[src/hw/rtl/atsd_pkg.sv]
// ----------------------------------------------------------------------------
// atsd_pkg
// widths, register indexes, reset values and helpers of the step detector
// ----------------------------------------------------------------------------
package atsd_pkg;

    localparam int ACC_W      = 16;
    localparam int SUM_W      = 32;
    localparam int ROOT_W     = 16;
    localparam int LVL_W      = 16;
    localparam int WIN_W      = 17;
    localparam int CNT_W      = 8;
    localparam int TIME_W     = 32;
    localparam int TOT_W      = 32;
    localparam int HYST_W     = 10;
    localparam int INC_W      = 12;
    localparam int CFG_IDX_W  = 3;
    localparam int CFG_DATA_W = 16;
    localparam int FILT_W     = 20;
    localparam int MUL_W      = 21;
    localparam int PROD_W     = 2 * MUL_W;
    localparam int RECIP_SH   = 23;

    // ceil(2^23 / 10), exact floor(n / 10) for n below 2^20
    localparam logic [MUL_W-1:0] RECIP_TEN = 21'd838861;

    typedef enum logic [CFG_IDX_W-1:0] {
        CFG_MIN_THRESHOLD   = 3'd0,
        CFG_MIN_INTERVAL    = 3'd1,
        CFG_WINDOW_LEN      = 3'd2,
        CFG_HYSTERESIS_HALF = 3'd3,
        CFG_STRIDE_MM       = 3'd4,
        CFG_ENERGY_PER_STEP = 3'd5,
        CFG_REST_LEVEL      = 3'd6
    } cfg_idx_t;

    localparam logic [LVL_W-1:0]  RST_MIN_THRESHOLD = 16'd2688;
    localparam logic [15:0]       RST_MIN_INTERVAL  = 16'd200;
    localparam logic [CNT_W-1:0]  RST_WINDOW_LEN    = 8'd50;
    localparam logic [HYST_W-1:0] RST_HYSTERESIS    = 10'd128;
    localparam logic [INC_W-1:0]  RST_STRIDE_MM     = 12'd750;
    localparam logic [INC_W-1:0]  RST_ENERGY_STEP   = 12'd40;
    localparam logic [LVL_W-1:0]  RST_REST_LEVEL    = 16'd2511;

    typedef enum logic [7:0] {
        ST_IDLE   = 8'b0000_0001,
        ST_SQUARE = 8'b0000_0010,
        ST_ROOT   = 8'b0000_0100,
        ST_DIV    = 8'b0000_1000,
        ST_WIN    = 8'b0001_0000,
        ST_THR    = 8'b0010_0000,
        ST_STEP   = 8'b0100_0000,
        ST_DONE   = 8'b1000_0000
    } state_t;

    function automatic logic [TOT_W-1:0] sat_add(input logic [TOT_W-1:0] a,
                                                 input logic [TOT_W-1:0] b);
        logic [TOT_W:0] s;
        s = {1'b0, a} + {1'b0, b};
        return s[TOT_W] ? {TOT_W{1'b1}} : s[TOT_W-1:0];
    endfunction

endpackage

[src/hw/rtl/adaptive_threshold_step_detector_core.sv]
// ----------------------------------------------------------------------------
// adaptive_threshold_step_detector_core
// accelerometer pedometer: magnitude, smoothing, adaptive threshold, step count
// ----------------------------------------------------------------------------
// sequence: a sample transaction passes through three squaring passes, the
//   square root loop, the divide, window, threshold and step passes and the
//   result load; a clear transaction goes straight to the result load
// flow: one transaction at a time; a new one is taken only in idle, after
//   the result register has taken the result of the one before
// reset: rst_n asynchronous, active low; registers return to their defaults,
//   tracker and counters to their cleared values, no result pending
// ----------------------------------------------------------------------------
module adaptive_threshold_step_detector_core (
    input  logic                            clk,
    input  logic                            rst_n,
    // configuration write port
    input  logic                            cfg_we,
    input  logic [atsd_pkg::CFG_IDX_W-1:0]  cfg_index,
    input  logic [atsd_pkg::CFG_DATA_W-1:0] cfg_data,
    // input channel
    input  logic                            in_valid,
    output logic                            in_ready,
    input  logic                            func,
    input  logic signed [atsd_pkg::ACC_W-1:0] accel_x,
    input  logic signed [atsd_pkg::ACC_W-1:0] accel_y,
    input  logic signed [atsd_pkg::ACC_W-1:0] accel_z,
    input  logic [atsd_pkg::TIME_W-1:0]     time_ms,
    // result channel
    output logic                            out_valid,
    input  logic                            out_ready,
    output logic                            step_detected,
    output logic [atsd_pkg::TOT_W-1:0]      step_total,
    output logic [atsd_pkg::TOT_W-1:0]      distance_mm,
    output logic [atsd_pkg::TOT_W-1:0]      energy_total,
    output logic [atsd_pkg::LVL_W-1:0]      filtered_level,
    output logic [atsd_pkg::LVL_W-1:0]      threshold_level
);
    import atsd_pkg::*;

    // configuration registers
    logic [LVL_W-1:0]  min_thr_reg;
    logic [15:0]       min_int_reg;
    logic [CNT_W-1:0]  win_len_reg;
    logic [HYST_W-1:0] hyst_reg;
    logic [INC_W-1:0]  stride_reg;
    logic [INC_W-1:0]  energy_inc_reg;
    logic [LVL_W-1:0]  rest_reg;

    // sequencer
    state_t      state_reg, state_next;
    logic [1:0]  axis_reg,  axis_next;
    logic        start_reg, start_next;
    logic        accept;

    // latched transaction payload
    logic signed [ACC_W-1:0] ax_reg, ay_reg, az_reg;
    logic [TIME_W-1:0]       time_reg;

    // datapath scratch
    logic [SUM_W-1:0]  sum_reg,  sum_next;
    logic [FILT_W-1:0] filt_reg, filt_next;

    // tracker state
    logic [LVL_W-1:0]  smooth_reg, smooth_next;
    logic [WIN_W-1:0]  wmax_reg,   wmax_next;
    logic [WIN_W-1:0]  wmin_reg,   wmin_next;
    logic [LVL_W-1:0]  thr_reg,    thr_next;
    logic [CNT_W-1:0]  wcnt_reg,   wcnt_next;
    logic              above_reg,  above_next;
    logic [TIME_W-1:0] last_reg,   last_next;
    logic [TOT_W-1:0]  steps_reg,  steps_next;
    logic [TOT_W-1:0]  dist_reg,   dist_next;
    logic [TOT_W-1:0]  energy_reg, energy_next;
    logic              det_reg,    det_next;

    // result register
    logic              ovalid_reg, ovalid_next;
    logic              odet_reg;
    logic [TOT_W-1:0]  osteps_reg, odist_reg, oenergy_reg;
    logic [LVL_W-1:0]  ofilt_reg,  othr_reg;
    logic              oload;

    // shared multiplier: squares of the axes, then the divide by ten
    logic signed [MUL_W-1:0]  mul_a;
    logic signed [PROD_W-1:0] prod;
    logic signed [ACC_W-1:0]  axis_val;

    // square root unit
    logic             root_done;
    logic [ROOT_W-1:0] root_val;

    // threshold adaptation
    logic [WIN_W:0]    mid_sum;
    logic [WIN_W-1:0]  mid_raw;
    logic [LVL_W-1:0]  mid_sat;
    logic [LVL_W-1:0]  mid_thr;

    // step qualification
    logic [TIME_W-1:0] elapsed;
    logic              step_hit;

    assign in_ready = (state_reg == ST_IDLE);
    assign accept   = in_valid && in_ready;

    // ---------------- configuration ----------------
    always_ff @(posedge clk or negedge rst_n)
    begin
        if (!rst_n)
        begin
            min_thr_reg    <= RST_MIN_THRESHOLD;
            min_int_reg    <= RST_MIN_INTERVAL;
            win_len_reg    <= RST_WINDOW_LEN;
            hyst_reg       <= RST_HYSTERESIS;
            stride_reg     <= RST_STRIDE_MM;
            energy_inc_reg <= RST_ENERGY_STEP;
            rest_reg       <= RST_REST_LEVEL;
        end
        else if (cfg_we)
        begin
            case (cfg_index)
                CFG_MIN_THRESHOLD:   min_thr_reg    <= cfg_data;
                CFG_MIN_INTERVAL:    min_int_reg    <= cfg_data;
                CFG_WINDOW_LEN:      win_len_reg    <= cfg_data[CNT_W-1:0];
                CFG_HYSTERESIS_HALF: hyst_reg       <= cfg_data[HYST_W-1:0];
                CFG_STRIDE_MM:       stride_reg     <= cfg_data[INC_W-1:0];
                CFG_ENERGY_PER_STEP: energy_inc_reg <= cfg_data[INC_W-1:0];
                CFG_REST_LEVEL:      rest_reg       <= cfg_data;
                default:             ;
            endcase
        end
    end

    // ---------------- shared multiplier ----------------
    always_comb
    begin
        case (axis_reg)
            2'd0:    axis_val = ax_reg;
            2'd1:    axis_val = ay_reg;
            default: axis_val = az_reg;
        endcase
    end

    // a square in the squaring pass, the filter sum times 1/10 otherwise
    assign mul_a = (state_reg == ST_DIV) ? $signed({1'b0, filt_reg})
                                         : MUL_W'(axis_val);
    assign prod  = (state_reg == ST_DIV) ? mul_a * $signed(RECIP_TEN)
                                         : mul_a * mul_a;

    // ---------------- square root ----------------
    atsd_isqrt u_isqrt (
        .clk     (clk),
        .rst_n   (rst_n),
        .start   (start_reg),
        .operand (sum_reg),
        .done    (root_done),
        .root    (root_val)
    );

    // ---------------- threshold adaptation terms ----------------
    assign mid_sum = {1'b0, wmax_reg} + {1'b0, wmin_reg};
    assign mid_raw = mid_sum[WIN_W:1];
    // mid-range saturates at full scale, then clamps at the floor register
    assign mid_sat = mid_raw[WIN_W-1] ? {LVL_W{1'b1}} : mid_raw[LVL_W-1:0];
    assign mid_thr = (mid_sat < min_thr_reg) ? min_thr_reg : mid_sat;

    // ---------------- step terms ----------------
    assign elapsed  = time_reg - last_reg;    // wraps with the time base
    assign step_hit = !above_reg && (smooth_reg > thr_reg)
                      && (elapsed >= {{(TIME_W-16){1'b0}}, min_int_reg});

    // result register frees when empty or taken this cycle
    assign oload = (state_reg == ST_DONE) && (!ovalid_reg || out_ready);

    // ---------------- sequencer ----------------
    always_comb
    begin
        state_next  = state_reg;
        axis_next   = axis_reg;
        start_next  = 1'b0;
        sum_next    = sum_reg;
        filt_next   = filt_reg;
        smooth_next = smooth_reg;
        wmax_next   = wmax_reg;
        wmin_next   = wmin_reg;
        thr_next    = thr_reg;
        wcnt_next   = wcnt_reg;
        above_next  = above_reg;
        last_next   = last_reg;
        steps_next  = steps_reg;
        dist_next   = dist_reg;
        energy_next = energy_reg;
        det_next    = det_reg;
        ovalid_next = ovalid_reg && !out_ready;

        case (state_reg)
            ST_IDLE:
            begin
                if (accept)
                begin
                    if (func)
                    begin
                        // clear transaction: back to the reset picture
                        smooth_next = rest_reg;
                        wmax_next   = {1'b0, rest_reg};
                        wmin_next   = {1'b0, rest_reg};
                        thr_next    = min_thr_reg;
                        wcnt_next   = '0;
                        above_next  = 1'b0;
                        last_next   = '0;
                        steps_next  = '0;
                        dist_next   = '0;
                        energy_next = '0;
                        det_next    = 1'b0;
                        state_next  = ST_DONE;
                    end
                    else
                    begin
                        axis_next  = 2'd0;
                        sum_next   = '0;
                        state_next = ST_SQUARE;
                    end
                end
            end
            ST_SQUARE:
            begin
                // squares are non-negative and three of them fit in 32 bits
                sum_next  = sum_reg + prod[SUM_W-1:0];
                axis_next = axis_reg + 2'd1;
                if (axis_reg == 2'd2)
                begin
                    start_next = 1'b1;
                    state_next = ST_ROOT;
                end
            end
            ST_ROOT:
            begin
                if (root_done)
                begin
                    // 9 * level + magnitude
                    filt_next  = {1'b0, smooth_reg, 3'b000} + {4'b0000, smooth_reg}
                               + {4'b0000, root_val};
                    state_next = ST_DIV;
                end
            end
            ST_DIV:
            begin
                smooth_next = prod[RECIP_SH+LVL_W-1:RECIP_SH];
                state_next  = ST_WIN;
            end
            ST_WIN:
            begin
                if ({1'b0, smooth_reg} > wmax_reg)
                begin
                    wmax_next = {1'b0, smooth_reg};
                end
                if ({1'b0, smooth_reg} < wmin_reg)
                begin
                    wmin_next = {1'b0, smooth_reg};
                end
                wcnt_next  = wcnt_reg + 8'd1;
                state_next = ST_THR;
            end
            ST_THR:
            begin
                // window complete (a zero length adapts every sample)
                if (wcnt_reg >= win_len_reg)
                begin
                    thr_next  = mid_thr;
                    wmax_next = {1'b0, mid_thr} + {7'b0, hyst_reg};
                    wmin_next = (mid_thr >= {6'b0, hyst_reg})
                              ? {1'b0, mid_thr - {6'b0, hyst_reg}} : '0;
                    wcnt_next = '0;
                end
                state_next = ST_STEP;
            end
            ST_STEP:
            begin
                det_next = step_hit;
                if (step_hit)
                begin
                    steps_next  = sat_add(steps_reg, 32'd1);
                    dist_next   = sat_add(dist_reg, {20'b0, stride_reg});
                    energy_next = sat_add(energy_reg, {20'b0, energy_inc_reg});
                    last_next   = time_reg;
                    above_next  = 1'b1;
                end
                // equal to the threshold keeps the armed state
                if (smooth_reg < thr_reg)
                begin
                    above_next = 1'b0;
                end
                state_next = ST_DONE;
            end
            ST_DONE:
            begin
                if (oload)
                begin
                    ovalid_next = 1'b1;
                    state_next  = ST_IDLE;
                end
            end
            default:
            begin
                state_next = ST_IDLE;
            end
        endcase
    end

    always_ff @(posedge clk or negedge rst_n)
    begin
        if (!rst_n)
        begin
            state_reg  <= ST_IDLE;
            axis_reg   <= '0;
            start_reg  <= 1'b0;
            smooth_reg <= RST_REST_LEVEL;
            wmax_reg   <= {1'b0, RST_REST_LEVEL};
            wmin_reg   <= {1'b0, RST_REST_LEVEL};
            thr_reg    <= RST_MIN_THRESHOLD;
            wcnt_reg   <= '0;
            above_reg  <= 1'b0;
            last_reg   <= '0;
            steps_reg  <= '0;
            dist_reg   <= '0;
            energy_reg <= '0;
            det_reg    <= 1'b0;
            ovalid_reg <= 1'b0;
        end
        else
        begin
            state_reg  <= state_next;
            axis_reg   <= axis_next;
            start_reg  <= start_next;
            smooth_reg <= smooth_next;
            wmax_reg   <= wmax_next;
            wmin_reg   <= wmin_next;
            thr_reg    <= thr_next;
            wcnt_reg   <= wcnt_next;
            above_reg  <= above_next;
            last_reg   <= last_next;
            steps_reg  <= steps_next;
            dist_reg   <= dist_next;
            energy_reg <= energy_next;
            det_reg    <= det_next;
            ovalid_reg <= ovalid_next;
        end
    end

    // payload registers
    always_ff @(posedge clk)
    begin
        sum_reg  <= sum_next;
        filt_reg <= filt_next;
        if (accept)
        begin
            ax_reg   <= accel_x;
            ay_reg   <= accel_y;
            az_reg   <= accel_z;
            time_reg <= time_ms;
        end
        if (oload)
        begin
            odet_reg    <= det_reg;
            osteps_reg  <= steps_reg;
            odist_reg   <= dist_reg;
            oenergy_reg <= energy_reg;
            ofilt_reg   <= smooth_reg;
            othr_reg    <= thr_reg;
        end
    end

    assign out_valid       = ovalid_reg;
    assign step_detected   = odet_reg;
    assign step_total      = osteps_reg;
    assign distance_mm     = odist_reg;
    assign energy_total    = oenergy_reg;
    assign filtered_level  = ofilt_reg;
    assign threshold_level = othr_reg;

endmodule

[src/hw/rtl/atsd_isqrt.sv]
// ----------------------------------------------------------------------------
// atsd_isqrt
// bit-pair iterative floor square root, one result bit per cycle
// ----------------------------------------------------------------------------
module atsd_isqrt (
    input  logic                        clk,
    input  logic                        rst_n,
    input  logic                        start,
    input  logic [atsd_pkg::SUM_W-1:0]  operand,
    output logic                        done,
    output logic [atsd_pkg::ROOT_W-1:0] root
);
    import atsd_pkg::*;

    localparam logic [SUM_W-2:0] BIT_INIT = {1'b1, {(SUM_W-2){1'b0}}};

    logic [SUM_W-1:0] rem_reg,  rem_next;
    logic [SUM_W-1:0] root_reg, root_next;
    logic [SUM_W-2:0] bit_reg,  bit_next;
    logic             busy_reg, busy_next;
    logic             done_reg, done_next;
    logic [SUM_W:0]   trial;
    logic             fits;

    assign trial = {1'b0, root_reg} + {2'b00, bit_reg};
    assign fits  = ({1'b0, rem_reg} >= trial);

    always_comb
    begin
        rem_next  = rem_reg;
        root_next = root_reg;
        bit_next  = bit_reg;
        busy_next = busy_reg;
        done_next = 1'b0;
        if (start)
        begin
            rem_next  = operand;
            root_next = '0;
            bit_next  = BIT_INIT;
            busy_next = 1'b1;
        end
        else if (busy_reg)
        begin
            if (fits)
            begin
                rem_next  = rem_reg - trial[SUM_W-1:0];
                root_next = (root_reg >> 1) + {1'b0, bit_reg};
            end
            else
            begin
                root_next = root_reg >> 1;
            end
            bit_next = bit_reg >> 2;
            // last bit pair
            if (bit_reg[0])
            begin
                busy_next = 1'b0;
                done_next = 1'b1;
            end
        end
    end

    always_ff @(posedge clk or negedge rst_n)
    begin
        if (!rst_n)
        begin
            busy_reg <= 1'b0;
            done_reg <= 1'b0;
        end
        else
        begin
            busy_reg <= busy_next;
            done_reg <= done_next;
        end
    end

    always_ff @(posedge clk)
    begin
        rem_reg  <= rem_next;
        root_reg <= root_next;
        bit_reg  <= bit_next;
    end

    assign done = done_reg;
    assign root = root_reg[ROOT_W-1:0];

endmodule

[config.mk]
export PLATFORM = sky130hd
export DESIGN_NAME = adaptive_threshold_step_detector_core
export DESIGN_NICKNAME = d
export VERILOG_FILES = /design/src/hw/rtl/atsd_pkg.sv /design/src/hw/rtl/adaptive_threshold_step_detector_core.sv /design/src/hw/rtl/atsd_isqrt.sv
export SDC_FILE = /design/constraint.sdc
export NUM_CORES = 2
export LEC_CHECK = 0
export CAP_MARGIN = 30
export CORE_AREA = 3 3 411 413
export CTS_CLUSTER_SIZE = 28
export DETAILED_ROUTE_END_ITERATION = 8
export DIE_AREA = 0 0 414 416
export DONT_BUFFER_PORTS = 1
export PLACE_DENSITY = 0.54
export SLEW_MARGIN = 20
export SYNTH_ARGS = -nofsm -noshare
export SYNTH_HDL_FRONTEND = slang
export SYNTH_SLANG_ARGS = --single-unit
[constraint.sdc]
create_clock -name clk -period 10.9 [get_ports clk]
set_input_delay 1.09 -clock clk [delete_from_list [all_inputs] [get_ports clk]]
set_output_delay 1.09 -clock clk [all_outputs]
set_load 0.05 [all_outputs]
==> run metrics <==
Total GRT Usage between 20% and 30%; # setup viols final 0; syn_nets about 7.3k; Synth area leaders fa_1 18%, edfxtp_1 15%, ha_1 12%; grt ovf 0; Crit path top cell by count inv_1; Root Buffer Master clkbuf_16; slew margin rel. a little under a third; synth cell count leaders 1015 x inv_1, 603 x nand2_1, 568 x ha_1, 513 x fa_1, 387 x nor2_1; RSZ-0062 raised after global routing no; FF-to-FF setup slack between 0.5 and 0.6 ns; standard-cell rows approximately 150; layout cells sized above 1 roughly 6.9%; Reg clk slew, reported paths around 0.060 ns; number of CTS-inserted buffers between 70 and 80; Critical Path End Type flop; CP Class flop to flop; Mapped Cells just over 6k; die height around 420 µm; worst skew pair latency 0.70 ns; Via density 5.14; fin nets around 7.3k; CP max-delay cell fa_1; CTS Sinks ~650; worst r2r dst sum_reg[31]; CP required between 10 and 15 ns; Distinct cells, synth 96; Post-synth EDFFs between 200 and 300; dpl hpwl ~130000 µm; # fillers 16.6k; post-synthesis async set-or-reset flop share between 40% and 50%; post-synthesis sequential area ratio a little under a third; drt pass-1 iters 5; drt drc 0; final max-slew violation count 0; Iter 0 DRT Violations between 2k and 3k; IO Count approximately 240; Port Buffer Count 0; Register Area roughly 18000 µm²; Hold Buf Count CTS 0; Worst Reg2Reg Path Length in Cells 41; core area roughly 170000 µm²; Yosys top cell by area fa_1; most common cell in the netlist inv_1; Multi-input gate area about 36000 µm²; area share of the largest cell type after synthesis between 10% and 20%; CP Launch Type flop; setup tns final 0 ns; H-tree levels 3; first-pass GRT wire length 268000 µm; min cycle time layout 10.30 ns; gpl congestion just over 0.9; worst hold path type input port to async pin; Core Util, Final between 30% and 40%; Final Hold Viols 0; critical path fanouts, max 36; skew final 0.0541 ns; Avg WL per Cell a little over 20 µm; status finished clean; clk buf depth 3; maximum clock frequency 97.1 MHz; DIE AREA 172000 µm²; Synthesis Warnings 0; largest net degree at the start of global routing about 310; Syn Area/Cell approximately 9.5 µm²; initial antenna violation count 8; Synth Cell Area 57700 µm²; CP arrival roughly 11 ns; Vias around 43k; Die X-Extent between 400 and 500 µm; Worst path max stage delay 0.53 ns; Initial Util approximately a third; synthesized flop and latch total approximately 650; RR Startpoint state_reg[1]; CTS tree done; Post-DRT Antenna Nets 0; vias in the first global route between 40k and 50k; Worst-Margin Slew slightly above 1 ns; Max Cap Violations 0; top_reg_cell synth edfxtp_1; Total Wirelength approximately 170000 µm; P&R area growth vs syn 9.72%; crit share post-route approximately 95%
## logic make-up after synthesis
kind of cell	Yosys count	synth area share [%]
multiplexers	107	1.99
XOR/XNOR	267	4.07
flip-flops	648	30.3
other	1	0.00650
AO/OA/AOI/OAI	1235	13.5
AND/OR/NAND/NOR	1528	12.0
buffers and inverters	1200	7.91
adder cells (fa/ha/maj)	1082	30.1
## metrics by stage
step                      setup WS, ns  instance area [µm²]  cells  hold WS [ns]
after floorplan                  0.684                57700   6068         0.425
after global placement           0.450                60500   8164         0.431
after detailed placement         0.348                60600   8169         0.435
after CTS                        0.286                63200   8315        0.0356
after global routing           0.00932                63300   8324        0.0530
final                            0.597                63300   8327        0.0972
## metal layers
metal / track usage, % / part of all wire (%)
met3: 3.28 / 4.9
met2: 33.9 / 48
met1: 25.7 / 43
met4: 7.53 / 3.8
met5: 0 / 0.012
## critical path: cells and delay by family, from the launching register on
family          cells  cell delay (ns)
compound gates     10             2.00
fa+ha+maj           9             3.74
simple gates        9             2.06
buf+inv            11             1.30
flops               1             0.45
xor+xnor            2             0.53
## cell usage in the layout (no fill, tap or decap), types with 24 or more instances in the layout
cell type / n
nand2_1: 602
mux2_2: 60
nor2_1: 386
a21oi_1: 277
and2_1: 24
o21ai_0: 342
edfxtp_1: 293
dfrtp_1: 250
nand4_1: 41
o21ai_1: 26
nor4_1: 27
inv_1: 1011
mux2i_1: 47
a22oi_1: 26
buf_4: 87
nand3_1: 105
a211oi_1: 51
fa_1: 513
o21bai_1: 43
dfstp_2: 55
or2_2: 27
ha_1: 568
clkbuf_16: 79
xnor2_1: 150
nand2b_1: 50
a21o_1: 106
and3_1: 34
a31oi_1: 56
xor2_1: 116
o211ai_1: 47
nor2b_1: 39
dfxtp_1: 48
nor3_1: 94
or3_1: 46
o21a_1: 60
## what timing repair did
action	CTS	global route
endpoints found under the setup margin	0	7
gates resized for setup	0	12
setup buffers	0	2
## how the worst max path moves through the flow
stage                       from          end  depth (start not counted)
floorplan           state_reg[2]  sum_reg[31]                         38
global placement    state_reg[1]  sum_reg[31]                         36
detailed placement  state_reg[1]  sum_reg[31]                         36
CTS                 state_reg[1]  sum_reg[31]                         36
global route        state_reg[1]  sum_reg[31]                         43
finish              state_reg[1]  sum_reg[31]                         41
## cell type report
type                            instances  share of cell area, %
Clock inverter                         39                  0.719
Tap cell                             2189                   4.32
Sequential cell                       648                   27.7
Inverter                             1022                   6.08
Multi-Input combinational cell       4220                   56.5
Clock buffer                          107                   3.41
Timing Repair Buffer                   96                   1.29
Antenna cell                            6                 0.0237
Power is not shown: default switching activity piles up to over one toggle a cycle in this logic, so the estimate is an artifact.
